$ cat config.mk
export PLATFORM = sky130hd
export DESIGN_NAME = button_debounce_click_detector
export DESIGN_NICKNAME = d
export VERILOG_FILES = /design/src/rtl/bdcd_pkg.sv /design/src/rtl/bdcd_step.sv /design/src/rtl/button_debounce_click_detector.sv
export SDC_FILE = /design/constraint.sdc
export NUM_CORES = 1
export LEC_CHECK = 0
export BUFFER_PORTS_ARGS = -buffer_cell sky130_fd_sc_hd__buf_2
export CAP_MARGIN = 20
export CORE_MARGIN = 2
export CORE_UTILIZATION = 35
export DETAILED_ROUTE_END_ITERATION = 12
export HOLD_SLACK_MARGIN = 0.15
export PLACE_DENSITY = 0.6
export SLEW_MARGIN = 0
export SYNTH_ARGS = -nofsm -noshare
export SYNTH_HDL_FRONTEND = slang
export SYNTH_HIERARCHICAL = 1
export SYNTH_SLANG_ARGS = --single-unit
$ cat constraint.sdc
create_clock -name clk_i -period 17.1 [get_ports clk_i]
set_input_delay 3.42 -clock clk_i [delete_from_list [all_inputs] [get_ports clk_i]]
set_output_delay 3.42 -clock clk_i [all_outputs]
set_load 0.05 [all_outputs]
$ cat src/rtl/bdcd_pkg.sv
`timescale 1ns / 1ps

package bdcd_pkg;

  localparam int unsigned TimeW = 32;
  localparam int unsigned MsW   = 16;

  localparam int unsigned CfgIdxW  = 2;
  localparam int unsigned CfgDataW = 16;

  localparam logic [CfgIdxW-1:0] CfgEnable      = 2'd0;
  localparam logic [CfgIdxW-1:0] CfgDebounce    = 2'd1;
  localparam logic [CfgIdxW-1:0] CfgClick       = 2'd2;
  localparam logic [CfgIdxW-1:0] CfgDoubleClick = 2'd3;

  localparam logic [MsW-1:0] DebounceMsRst    = 16'd10;
  localparam logic [MsW-1:0] ClickMsRst       = 16'd180;
  localparam logic [MsW-1:0] DoubleClickMsRst = 16'd200;

  localparam int unsigned InDataW  = 40;
  localparam int unsigned OutDataW = 8;

  typedef struct packed {
    logic             button_enable;
    logic [MsW-1:0]   debounce_ms;
    logic [MsW-1:0]   click_ms;
    logic [MsW-1:0]   double_click_ms;
  } cfg_t;

  typedef struct packed {
    logic             prev_sample_pressed;
    logic [TimeW-1:0] last_raw_change_time;
    logic [TimeW-1:0] accepted_change_time;
    logic [TimeW-1:0] last_click_time;
    logic             stable_pressed;
    logic             click_pending_flag;
    logic             double_click_flag;
    logic             press_reported;
  } state_t;

  typedef struct packed {
    logic held_pressed;
    logic press_event;
    logic click_event;
    logic double_click_event;
    logic debounced_pressed;
  } result_t;

endpackage

$ cat src/rtl/bdcd_step.sv
`timescale 1ns / 1ps

module bdcd_step (
  input  bdcd_pkg::cfg_t                   cfg_i,
  input  bdcd_pkg::state_t                 state_i,
  input  logic [bdcd_pkg::TimeW-1:0]       now_ms_i,
  input  logic                             pin_level_i,
  output bdcd_pkg::state_t                 state_o,
  output bdcd_pkg::result_t                result_o
);
  import bdcd_pkg::*;

  logic             pressed;
  logic [TimeW-1:0] raw_diff;
  logic [TimeW-1:0] acc_diff;
  logic [TimeW-1:0] click_diff;
  logic             change;
  logic             click;
  logic             double_set;
  logic [TimeW-1:0] lc_after_click;
  logic [TimeW-1:0] click_diff_new;
  logic [TimeW-1:0] acc_diff_new;
  logic             expire;
  logic             stable_new;
  logic             dbl_flag_new;
  logic             pend_new;
  logic             held_cond;
  logic             press_ev;

  assign pressed    = ~pin_level_i;
  assign raw_diff   = now_ms_i - state_i.last_raw_change_time;
  assign acc_diff   = now_ms_i - state_i.accepted_change_time;
  assign click_diff = now_ms_i - state_i.last_click_time;

  // A level change is taken only after the pin stayed quiet long enough.
  assign change = (raw_diff > {{(TimeW-MsW){1'b0}}, cfg_i.debounce_ms}) &&
                  (state_i.stable_pressed != pressed);
  assign click  = change && !pressed &&
                  (acc_diff < {{(TimeW-MsW){1'b0}}, cfg_i.click_ms});
  assign double_set = click &&
                      (click_diff < {{(TimeW-MsW){1'b0}}, cfg_i.double_click_ms});

  assign lc_after_click = click ? now_ms_i : state_i.last_click_time;
  assign click_diff_new = click ? '0 : click_diff;
  assign acc_diff_new   = change ? '0 : acc_diff;
  assign stable_new     = change ? pressed : state_i.stable_pressed;
  assign dbl_flag_new   = state_i.double_click_flag | double_set;

  assign expire   = (lc_after_click != '0) &&
                    (click_diff_new >= {{(TimeW-MsW){1'b0}}, cfg_i.double_click_ms});
  assign pend_new = state_i.click_pending_flag | expire;

  assign held_cond = stable_new &&
                     (acc_diff_new >= {{(TimeW-MsW){1'b0}}, cfg_i.double_click_ms});
  assign press_ev  = !state_i.press_reported && held_cond;

  always_comb begin
    state_o.prev_sample_pressed  = pressed;
    state_o.last_raw_change_time = (pressed != state_i.prev_sample_pressed) ?
                                   now_ms_i : state_i.last_raw_change_time;
    state_o.accepted_change_time = change ? now_ms_i : state_i.accepted_change_time;
    state_o.stable_pressed       = stable_new;
    state_o.last_click_time      = expire ? '0 : lc_after_click;
    state_o.click_pending_flag   = pend_new;
    state_o.double_click_flag    = dbl_flag_new;
    state_o.press_reported       = 1'b0;

    result_o.held_pressed       = 1'b0;
    result_o.press_event        = 1'b0;
    result_o.click_event        = 1'b0;
    result_o.double_click_event = 1'b0;
    result_o.debounced_pressed  = stable_new;

    if (cfg_i.button_enable) begin
      // Queries run in order; each consumes what it reports.
      if (held_cond || dbl_flag_new) begin
        state_o.last_click_time = '0;
      end
      if (press_ev) begin
        state_o.press_reported = 1'b1;
      end else if (!stable_new) begin
        state_o.press_reported = 1'b0;
      end else begin
        state_o.press_reported = state_i.press_reported;
      end
      state_o.click_pending_flag  = 1'b0;
      state_o.double_click_flag   = 1'b0;
      result_o.held_pressed       = held_cond;
      result_o.press_event        = press_ev;
      result_o.click_event        = pend_new;
      result_o.double_click_event = dbl_flag_new;
    end
  end

endmodule

$ cat src/rtl/button_debounce_click_detector.sv
`timescale 1ns / 1ps
// A result is registered; it shows on the master side in the cycle after its sample.
// Throughput: one sample per clock unless the master stalls; state updates on accept.
// The output register frees itself whenever its result is taken, so a stalled master
// side holds the slave side only while the held result waits.
// Reset (rst_ni low, asynchronous) clears all detector state and restores the defaults.

module button_debounce_click_detector (
  input  logic                               clk_i,
  input  logic                               rst_ni,
  // Configuration write port.
  input  logic                               cfg_we_i,
  input  logic [bdcd_pkg::CfgIdxW-1:0]       cfg_index_i,
  input  logic [bdcd_pkg::CfgDataW-1:0]      cfg_data_i,
  // Sample stream. tdata: [31:0] now_ms, [32] pin_level, [39:33] zero.
  input  logic                               s_axis_tvalid,
  output logic                               s_axis_tready,
  input  logic [bdcd_pkg::InDataW-1:0]       s_axis_tdata,
  // Result stream. tdata: [0] held_pressed, [1] press_event, [2] click_event,
  // [3] double_click_event, [4] debounced_pressed, [7:5] zero.
  output logic                               m_axis_tvalid,
  input  logic                               m_axis_tready,
  output logic [bdcd_pkg::OutDataW-1:0]      m_axis_tdata
);
  import bdcd_pkg::*;

  cfg_t    cfg_q;
  state_t  state_q;
  state_t  state_d;
  result_t result;
  logic    out_valid_q;
  logic [4:0] out_bits_q;
  logic    accept;

  // The output register can load whenever it is empty or being drained now.
  assign s_axis_tready = !out_valid_q || m_axis_tready;
  assign accept        = s_axis_tvalid && s_axis_tready;

  always_ff @(posedge clk_i or negedge rst_ni) begin
    if (!rst_ni) begin
      cfg_q.button_enable   <= 1'b1;
      cfg_q.debounce_ms     <= DebounceMsRst;
      cfg_q.click_ms        <= ClickMsRst;
      cfg_q.double_click_ms <= DoubleClickMsRst;
    end else if (cfg_we_i) begin
      case (cfg_index_i)
        CfgEnable:      cfg_q.button_enable   <= cfg_data_i[0];
        CfgDebounce:    cfg_q.debounce_ms     <= cfg_data_i;
        CfgClick:       cfg_q.click_ms        <= cfg_data_i;
        CfgDoubleClick: cfg_q.double_click_ms <= cfg_data_i;
        default: ;
      endcase
    end
  end

  // All of the per-sample work sits in one combinational step.
  bdcd_step u_step (
    .cfg_i       (cfg_q),
    .state_i     (state_q),
    .now_ms_i    (s_axis_tdata[TimeW-1:0]),
    .pin_level_i (s_axis_tdata[TimeW]),
    .state_o     (state_d),
    .result_o    (result)
  );

  always_ff @(posedge clk_i or negedge rst_ni) begin
    if (!rst_ni) begin
      state_q     <= '0;
      out_valid_q <= 1'b0;
    end else begin
      if (accept) begin
        state_q <= state_d;
      end
      if (accept) begin
        out_valid_q <= 1'b1;
      end else if (m_axis_tready) begin
        out_valid_q <= 1'b0;
      end
    end
  end

  // Result payload needs no reset; it is qualified by out_valid_q.
  always_ff @(posedge clk_i) begin
    if (accept) begin
      out_bits_q <= {result.debounced_pressed, result.double_click_event,
                     result.click_event, result.press_event, result.held_pressed};
    end
  end

  assign m_axis_tvalid = out_valid_q;
  assign m_axis_tdata  = {3'b000, out_bits_q};

endmodule
==> results.md, run 1 <==
* Ant diodes at 0
* Outcome: complete, no violations
* Vias at 13,800
* Final worst path period share at 0.680
* Worst hold path type: reg -> reg
* Synth unique cells at 90
* Synth top area cells: dfrtp_1 (22%), ha_1 (14%), mux2_2 (9.1%), o21ai_0 (4.5%), inv_1 (4.1%)
* Htree depth at 4
* WL/cell at 18.4 um
* CP Class: in -> reg
* Post-synth EDFFs at 5
* Register area share after synthesis at 0.249
* Most frequent cells in the layout: inv_1 (174), ha_1 (171), nand2_1 (161)
* PortBufs at between 60 and 70
* Fill count at 4,487
* RSZ-0062 raised after global routing: false
* Largest stage delay, worst path at 550 ps
* Clock latency on the worst-skew pair at 470 ps
* GRT Util Overall at 0.194
* Horiz. Die Dim at 217 um
* Critical Path Source Type: primary input
* Worst setup EP type: flop
* Antenna violations before repair at 0
* Vias in the first global route at 13,500
* RD Place Congestion at 0.934
* Setup_tns at 0 ps
* Post-cts resize count at 0
* CP max stage cell: or4_1
* Net total in the final layout at 2,104
* Final Power at between 2 and 2.5 mW
* GRT overflow at 0
* Mean area per synthesized cell at 8.57 um2
* CTS root buf: clkbuf_16
* Final Skew at 15.5 ps
* Die ar. at 47,000 um2
* CTS Sinks at 156
* Fmax at 85.9 MHz
* Max Slew Vio Count at 0
* IR drop worst, VDD at between 0.07 and 0.08 mV
* # DRC at 0
* Syn. warnings at 6
* Final Setup Violations at 0
* Arrival @ worst endpoint at ~12,000 ps
* Std cell rows at 77
* Post-Syn Instances at 1,847
* Clock buffer depth at 2
* Io pins at 73
* Worst-path maximum fanout at 80
* Async S/R FF share, synth at 0.968
* Initial detailed-routing violation count at 950
* Netlist Area Pre-Place at 15,800 um2
* Worst path required time at 17,450 ps
* Area delta synth->final at 8.35%
* Initial Utilization at 0.357
* Endpoints failing hold at 0
* Leading cell type in the layout, fill and taps excluded: inv_1
* Layout cells sized above 1 at 0.157
* PwrDens at 130 nW/um2
* CTS clk-pin slew, worst paths at 70 ps
* Post-layout minimum cycle time at 11,640 ps
* Largest area contributor in the netlist: dfrtp_1
* Largest net degree at the start of global routing at 81
* Leak at 7.62 nW
* Core Footprint at 44,400 um2
* DRT Pass-1 Iters at 6
* CTS tree: done
* Die height at 217 um
* Max_cap viols at 0
* Vias/cell at 5.57
* Post-DP HPWL at 35,500 um
* Cts bufs inserted at 17
* Top FF cell, synth: dfrtp_1
* Worst-Margin Slew at between 1000 and 1500 ps
* CTS Hold Bufs at 0
* Most used cell, CP: o21ai_0
* Number of synthesized register bits at between 150 and 200
* Routed Antenna Nets at 0
* Final wirelength at 45,400 um
* Slew Limit Headroom at 0.288
* First-pass GRT wire length at 72,100 um
* Post-CTS Setup Inserts at 0
* Yosys top cell area share at 0.223
path summary, 6_finish.rpt:
kind                                      start     endpoint  slack, ps  cells past startpoint
worst max-delay path            s_axis_tdata[0]   state_q[0]       5460                     33
worst min register to register      state_q[91]  state_q[91]        500                      1
worst max register to register      state_q[69]   state_q[0]       8310                     31
worst min-delay path                state_q[91]  state_q[91]        500                      1
max in group asynchronous                rst_ni     cfg_q[7]      12940                      3
min in group asynchronous                rst_ni   state_q[9]       2980                      1
through the flow:
| stage | hold slack, ps | setup WS [ps] | cell area (um2) | instances | util |
|---|---|---|---|---|---|
| 6_report | 497 | 5460 | 17200 | 2472 | 0.386 |
| 5_1_grt | 510 | 4800 | 17200 | 2472 | 0.386 |
| 4_1_cts | 500 | 5480 | 17100 | 2471 | 0.386 |
| 3_5_place_dp | 485 | 5000 | 16500 | 2439 | 0.372 |
| 3_3_place_gp | 476 | 5080 | 16500 | 2439 | 0.372 |
| 2_1_floorplan | 464 | 6720 | 15800 | 1849 | - |
cells in the mapped netlist, types with 6 or more instances:
master,instances
inv_1,174
ha_1,171
nand2_1,162
o21ai_0,142
dfrtp_1,141
mux2_2,128
a21oi_1,119
nor2_1,85
nor3_1,63
xnor2_1,43
a21o_1,42
mux2i_1,42
nand4_1,37
clkbuf_1,31
nor4_1,29
nor2b_1,26
o21a_1,26
and2_1,24
nand3_1,23
nand2b_1,22
mux2_4,20
o211ai_1,19
xor2_1,19
a211oi_1,17
buf_2,16
buf_6,15
dfstp_2,10
or3_1,10
a31oi_1,9
buf_4,9
a2111oi_0,8
mux2_1,8
nor3b_1,8
o2111ai_1,8
o22ai_1,8
a211o_1,6
a31o_2,6
o31ai_1,6
or2_2,6
sequential cells by signal, summed over array words and instances, names as in the netlist:
| name | count |
|---|---|
| state_q | 101 |
| out_bits_q | 5 |
| cfg_q | 49 |
| m_axis_tvalid | 1 |
per-layer routing:
metal | vias to the layer above | track usage | part of all wire
met2 | 280 | 0.333 | 0.48
met4 | 0 | 0.0628 | 0.020
met3 | 43 | 0.0204 | 0.034
met1 | 6685 | 0.256 | 0.47
li1 | 6755 | - | -
met5 | - | 0 | 0
cell families (layout without fill, tap and decap cells):
| family | Yosys count | count (layout) | share of synthesized area |
|---|---|---|---|
| simple gates | 523 | 523 | 0.168 |
| compound gates | 488 | 488 | 0.199 |
| buf+inv | 245 | 276 | 0.0686 |
| mux | 198 | 198 | 0.142 |
| fa+ha+maj | 174 | 174 | 0.139 |
| flops | 156 | 156 | 0.249 |
| xor+xnor | 62 | 62 | 0.0343 |
| other cells | 1 | 3 | 0.000237 |
power breakdown:
group	total, mW	leakage, nW	internal, mW	switching [mW]
Clock	0.392	0.292	0.196	0.196
Combinational	1.34	5.41	0.551	0.786
Sequential	0.502	1.92	0.458	0.0442
critical path, delay by kind of cell:
family / cells / cell delay, ps
AOI/OAI and AO/OA: 15 / 3430
and+or+nand+nor: 8 / 2540
adders and majority gates: 4 / 1230
buffers and inverters: 4 / 900
muxes: 1 / 250
xor gates and xnor gates: 1 / 120
final cells by class:
cell class / instances / area [um2] / area share
clock buffer: 17 / 425 / 0.0248
timing repair buffer: 70 / 397 / 0.0231
clock inverter: 15 / 168 / 0.00977
tap: 592 / 741 / 0.0432
inverter: 174 / 653 / 0.0381
multi-input combinational: 1448 / 10800 / 0.631
sequential: 156 / 3940 / 0.230
Note: power is estimated with default switching activity, not from simulation.
==> run 2: changes to the inputs <==
--- a/config.mk
+++ b/config.mk
@@ -11,7 +11,7 @@
 export CORE_UTILIZATION = 35
 export DETAILED_ROUTE_END_ITERATION = 12
 export HOLD_SLACK_MARGIN = 0.15
-export PLACE_DENSITY = 0.6
+export PLACE_DENSITY = 0.62
 export SLEW_MARGIN = 0
 export SYNTH_ARGS = -nofsm -noshare
 export SYNTH_HDL_FRONTEND = slang
==> constraint.sdc (replaced) <==
create_clock -name clk_i -period 10.6 [get_ports clk_i]
set_input_delay 2.12 -clock clk_i [delete_from_list [all_inputs] [get_ports clk_i]]
set_output_delay 2.12 -clock clk_i [all_outputs]
set_load 0.05 [all_outputs]
==> run 2 against run 1 <==
Sequential cell count did not move; non-clock buffer count up 16; critical path type unchanged; largest cell class unchanged; die area unchanged; clock-buffer cell count increased by 2; cell count rose by 0.65%; worst setup slack worse by 4800 ps; routed wire length grew 6.0%.
==> results.md, run 2 (same netlist as run 1, synthesis figures left out) <==
* Initial Utilization at 0.357 (unchanged)
* Outcome: complete, no violations
* Pre-CTS setup slack at 255 ps (-4750 ps)
* Routed Antenna Nets at 0 (unchanged)
* PwrDens at 212 nW/um2 (+63%)
* GRT Util Overall at 0.206 (+0.0117)
* Final worst path period share at 0.937
* Worst-Margin Slew at 1070 ps (+6.14 ps)
* Hold Path Cell Cnt at 1 (unchanged)
* Clock buffer depth at 2 (unchanged)
* IR drop worst, VDD at 0.105 mV (+37%)
* CTS Sinks at 156 (unchanged)
* CTS root buf: clkbuf_16
* Layout cells sized above 1 at 0.164 (+0.00658)
* PortBufs at 62 (unchanged)
* Family with the most delay on the worst path: compound AO/OA/AOI/OAI gates
* WP depth at 33 (unchanged)
* CTS tree: done
* Final wirelength at 48,100 um (+6.0%)
* Largest stage delay, worst path at 580 ps (+30 ps)
* Worst setup margin at 672 ps (-4790 ps)
* Final design utilization at 0.389 (+0.00237)
* Area delta synth->final at 9.02%
* Critical Path Source Type: primary input
* Final Skew at 13.4 ps (-2.10 ps)
* CTS clk-pin slew, worst paths at 60 ps (about the same)
* Most frequent cells in the layout: inv_1 (174), ha_1 (171), nand2_1 (161)
* Setup_tns at 0 ps (unchanged)
* Io pins at 73 (unchanged)
* Vias/cell at 5.65 (+1.4%)
* Top reg by flops: state_q
* Final Setup Violations at 0 (unchanged)
* WL/cell at 19.3 um (+5.3%)
* Htree depth at 4 (unchanged)
* Die ar. at 47,000 um2 (unchanged)
* First-pass GRT wire length at 75,800 um (+5.2%)
* Post-layout minimum cycle time at 9930 ps
* Dpl cell area at 16,700 um2 (+0.77%)
* Most used cell, CP: o21ai_0
* Post-CTS Setup Inserts at 0 (unchanged)
* Die height at 217 um (unchanged)
* Net total in the final layout at 2,120 (+0.76%)
* Worst hold path type: reg -> reg
* Core Footprint at 44,400 um2 (unchanged)
* CP Class: in -> reg
* Largest registers: state_q x101, cfg_q x49, out_bits_q x5
* Horiz. Die Dim at 217 um (unchanged)
* Leading cell type in the layout, fill and taps excluded: inv_1
* CP max stage cell: o41a_2
* Post-cts resize count at 0 (unchanged)
* GRT overflow at 0 (unchanged)
* Worst-path maximum fanout at 32 (-60%)
* Endpoints failing hold at 0 (unchanged)
* Clock latency on the worst-skew pair at 460 ps (about the same)
* DRT Pass-1 Iters at 5 (-1)
* RSZ-0062 raised after global routing: false
* Final Instance Count excl. Fillers at 2,488 (+0.65%)
* Vias in the first global route at 13,800 (+2.4%)
* Max_cap viols at 0 (unchanged)
* # DRC at 0 (unchanged)
* Cts bufs inserted at 17 (unchanged)
* Post-route cell area at 17,300 um2 (+0.61%)
* CP Buf/Inv Count at 3 (-1)
* Max Slew Vio Count at 0 (unchanged)
* Smallest hold slack at 495 ps (-2.10 ps)
* Initial detailed-routing violation count at 991 (+4.3%)
* Ant diodes at 0 (unchanged)
* Antenna violations before repair at 0 (unchanged)
* Placed cells at 2,456 (+0.70%)
* RD Place Congestion at 0.937 (+0.31%)
* Fill count at 4,493 (+0.13%)
* CTS Hold Bufs at 0 (unchanged)
* Leak at 7.69 nW (+0.95%)
* Max reg flops at 101 (unchanged)
* Vias at 14,000 (+2.1%)
* Worst setup EP type: flop
* Cells on worst reg2reg path at 31 (unchanged)
* Std cell rows at 77 (unchanged)
* Slew Limit Headroom at 0.284 (-0.00409)
* Post-DP HPWL at 37,900 um (+6.6%)
* Fmax at 101 MHz
* Final Power at 3.66 mW (+64%)
* Worst path required time at 10,990 ps (-6460 ps)
* Arrival @ worst endpoint at 10,320 ps (-1660 ps)
* Largest net degree at the start of global routing at 97 (+20%)
[run 2: changes by cell type in the layout (fill, tap and decap cells not counted)]
cell / before / now
inv_8: 4 / 1
bufinv_16: 0 / 2
clkinv_4: 1 / 3
clkinv_8: 4 / 0
buf_16: 1 / 0
buf_4: 7 / 24
clkbuf_1: 0 / 1
clkbuf_8: 0 / 1
inv_6: 5 / 6
[run 2: area by class of cell]
class                           count  area, um2  share of cell area
Clock buffer                       19        443              0.0257
Clock inverter                     13        155             0.00899
Multi-Input combinational cell   1448      10800               0.628
Sequential cell                   156       3940               0.228
Inverter                          174        653              0.0378
Timing Repair Buffer               86        497              0.0288
Tap cell                          592        741              0.0429
[run 2: report_power, final]
group          internal, mW  switching (mW)
Combinational         0.898            1.31
Clock                 0.360           0.286
Sequential            0.739          0.0719
Total                  2.00            1.67
[run 2: path summary, 6_finish.rpt]
kind | startpoint | endpoint | slack [ps]
worst max register to register | state_q[68] | state_q[27] | 2110
worst min-delay path | state_q[94] | state_q[94] | 490
max in group asynchronous | rst_ni | cfg_q[27] | 7490
worst max-delay path | s_axis_tdata[0] | state_q[27] | 670
min in group asynchronous | rst_ni | state_q[10] | 1760
worst min register to register | state_q[94] | state_q[94] | 490
[run 2: layer usage]
metal	wire length, um	vias up	global-route usage
li1	-	6790	-
met1	23300	6886	0.281
met2	22200	317	0.343
met3	1510	55	0.0226
met4	1140	0	0.0632
met5	0	-	0
[run 2: worst register-to-register path, delay by kind of cell (launching register included)]
family	cells	cell delay, ps
AOI/OAI and AO/OA	14	3360
xor gates and xnor gates	1	110
adders and majority gates	4	1210
buffers and inverters	1	300
DFF	1	400
muxes	1	190
and+or+nand+nor	10	2850
==> run 3: changes to the inputs <==
--- a/config.mk
+++ b/config.mk
@@ -11,7 +11,8 @@
 export CORE_UTILIZATION = 35
 export DETAILED_ROUTE_END_ITERATION = 12
 export HOLD_SLACK_MARGIN = 0.15
-export PLACE_DENSITY = 0.62
+export PLACE_DENSITY = 0.59
+export SETUP_SLACK_MARGIN = 0.02
 export SLEW_MARGIN = 0
 export SYNTH_ARGS = -nofsm -noshare
 export SYNTH_HDL_FRONTEND = slang
==> run 3 against run 2 <==
Cell count is 0.16% lower; sequential cell count stayed put; clock power hardly changed; register-to-register slack better by 80 ps; largest power group unchanged; clock-buffer cell count is 1 lower; maximum frequency is 0.71% higher.
==> results.md, run 3 (same netlist as run 1, synthesis figures left out) <==
* Combinational power share at 0.600 (-0.002)
* Post-cts resize count at 0 (unchanged)
* Worst-path maximum fanout at 32 (unchanged)
* DRT Pass-1 Iters at 6 (+1)
* Worst-Margin Slew at 1120 ps (+44.0 ps)
* Core Footprint at 44,400 um2 (unchanged)
* CP max stage cell: o41a_2
* Top reg by flops: state_q
* CP Class: in -> reg
* Post-layout minimum cycle time at 9860 ps (-70.4 ps)
* GRT Util Overall at 0.202 (-0.00369)
* Std cell rows at 77 (unchanged)
* CTS root buf: clkbuf_16
* Post-DP HPWL at 37,300 um (-1.5%)
* M3 GR Usage at 0.0218 (-0.000842)
* Worst path required time at 11,000 ps (about the same)
* Largest registers: state_q x101, cfg_q x49, out_bits_q x5
* Outcome: complete, no violations
* Die ar. at 47,000 um2 (unchanged)
* WL/cell at 19.1 um (-1.1%)
* Largest stage delay, worst path at 580 ps (about the same)
* RD Place Congestion at 0.911 (-2.9%)
* Ant diodes at 0 (unchanged)
* Final Instance Count excl. Fillers at 2,484 (-0.16%)
* Max reg flops at 101 (unchanged)
* Setup_tns at 0 ps (unchanged)
* Final worst path period share at 0.930 (-0.00664)
* Final wirelength at 47,500 um (-1.3%)
* Leading cell type in the layout, fill and taps excluded: inv_1
* PwrDens at 212 nW/um2 (-0.20%)
* CTS clk-pin slew, worst paths at 70 ps (about the same)
* Vias at 14,000 (-0.18%)
* Clock buffer depth at 2 (unchanged)
* Clock latency on the worst-skew pair at 470 ps (about the same)
* Worst hold path type: reg -> reg
* Cell-internal power at 1.97 mW (-1.2%)
* Worst setup margin at 742 ps (+70.4 ps)
* Sw Ratio at 0.459 (+0.00447)
* Final Skew at 15.5 ps (+2.14 ps)
* # DRC at 0 (unchanged)
* Vias/cell at 5.65 (about the same)
* Worst setup EP type: flop
* Sw power at 1.68 mW (+0.59%)
* Die height at 217 um (unchanged)
* Antenna violations before repair at 0 (unchanged)
* Max_cap viols at 0 (unchanged)
* Post-CTS Setup Inserts at 0 (unchanged)
* Most used cell, CP: o21ai_0
* Fmax at 101 MHz (+0.71%)
* Pre-CTS setup slack at 363 ps (+107 ps)
* Flop pwr share at 0.222 (about the same)
* First-pass GRT wire length at 74,900 um (-1.3%)
* Vias in the first global route at 13,800 (-0.12%)
* Clk pwr share at 0.178 (+0.002)
* Io pins at 73 (unchanged)
* RSZ-0062 raised after global routing: false
* Slew Limit Headroom at 0.255 (-0.0293)
* PortBufs at 62 (unchanged)
* Cts bufs inserted at 17 (unchanged)
* Final Setup Violations at 0 (unchanged)
* Largest net degree at the start of global routing at 88 (-9.3%)
* Arrival @ worst endpoint at 10,260 ps (-60 ps)
* Leak at 7.67 nW (-0.25%)
* IR drop worst, VDD at 0.116 mV (+11%)
* Initial detailed-routing violation count at 1,062 (+7.2%)
* Met1 Use GR at 0.277 (-0.00346)
* Placed cells at 2,452 (-0.16%)
* Met2 Track Usage GR at 0.333 (-0.00929)
* CTS Sinks at 156 (unchanged)
* Most Crowded Layer GR: met2
* Most frequent cells in the layout: inv_1 (174), ha_1 (171), nand2_1 (161)
* Endpoints failing hold at 0 (unchanged)
* Initial Utilization at 0.357 (unchanged)
* Layout cells sized above 1 at 0.162 (-0.00177)
* Net total in the final layout at 2,116 (-0.19%)
* Area delta synth->final at 8.81%
* Routed Antenna Nets at 0 (unchanged)
* CTS tree: done
* Final Power at 3.65 mW (-0.39%)
* CTS Hold Bufs at 0 (unchanged)
* Max Slew Vio Count at 0 (unchanged)
* Critical Path Source Type: primary input
* Htree depth at 4 (unchanged)
* Horiz. Die Dim at 217 um (unchanged)
* GRT overflow at 0 (unchanged)
[run 3: cell count changes in the layout (fill, tap and decap cells not counted)]
cell / before / now
inv_8: 1 / 6
bufinv_16: 2 / 1
buf_4: 24 / 20
clkinv_4: 3 / 1
clkinv_8: 0 / 1
clkbuf_8: 1 / 0
clkinv_2: 1 / 0
inv_6: 6 / 5
[run 3: critical path: cells and delay by family]
family                   cells  cell delay (ps)
buffers and inverters        3              490
XOR/XNOR                     1              190
multiplexers                 1              180
adder cells (fa/ha/maj)      4             1170
AND/OR/NAND/NOR              9             2400
AO/OA/AOI/OAI               16             3670
[run 3: worst paths after layout]
check | startpoint | depth (start not counted) | slack, ps | end
max | s_axis_tdata[0] | 34 | 740 | state_q[19]
min in group asynchronous | rst_ni | 1 | 1720 | state_q[7]
max reg2reg | state_q[68] | 32 | 2190 | state_q[19]
min reg2reg | state_q[91] | 1 | 490 | state_q[91]
min | state_q[91] | 1 | 490 | state_q[91]
max in group asynchronous | rst_ni | 2 | 7530 | cfg_q[27]
[run 3: layout make-up]
cell class                      instances  area, um2
Fill cell                            4494      27200
Multi-Input combinational cell       1448      10800
Sequential cell                       156       3940
Tap cell                              592        741
Inverter                              174        653
Timing Repair Buffer                   82        467
Clock buffer                           18        429
Clock inverter                         14        166
[run 3: metal layers]
layer	wire length, um	share of wire
met1	22700	0.48
met2	22000	0.46
met3	1680	0.035
met4	1170	0.025
met5	0	0
[run 3: power groups by stage]
stage | clock (mW) | sequential, mW | combinational, mW
detailed placement | 0 | 0.821 | 2.15
global route | 0.687 | 0.828 | 2.44
finish | 0.649 | 0.811 | 2.19
CTS | 0.670 | 0.811 | 2.17
global placement | 0 | 0.815 | 2.12
floorplan | 0 | 0.805 | 1.65
[run 3: per-stage QoR]
step                      hold slack (ps)  utilization  cell area [um2]
after detailed placement              481        0.375            16600
after CTS                             497        0.388            17200
after global routing                  502        0.388            17200
after global placement                476        0.375            16600
after floorplan                       464            -            15800
final                                 493        0.388            17200
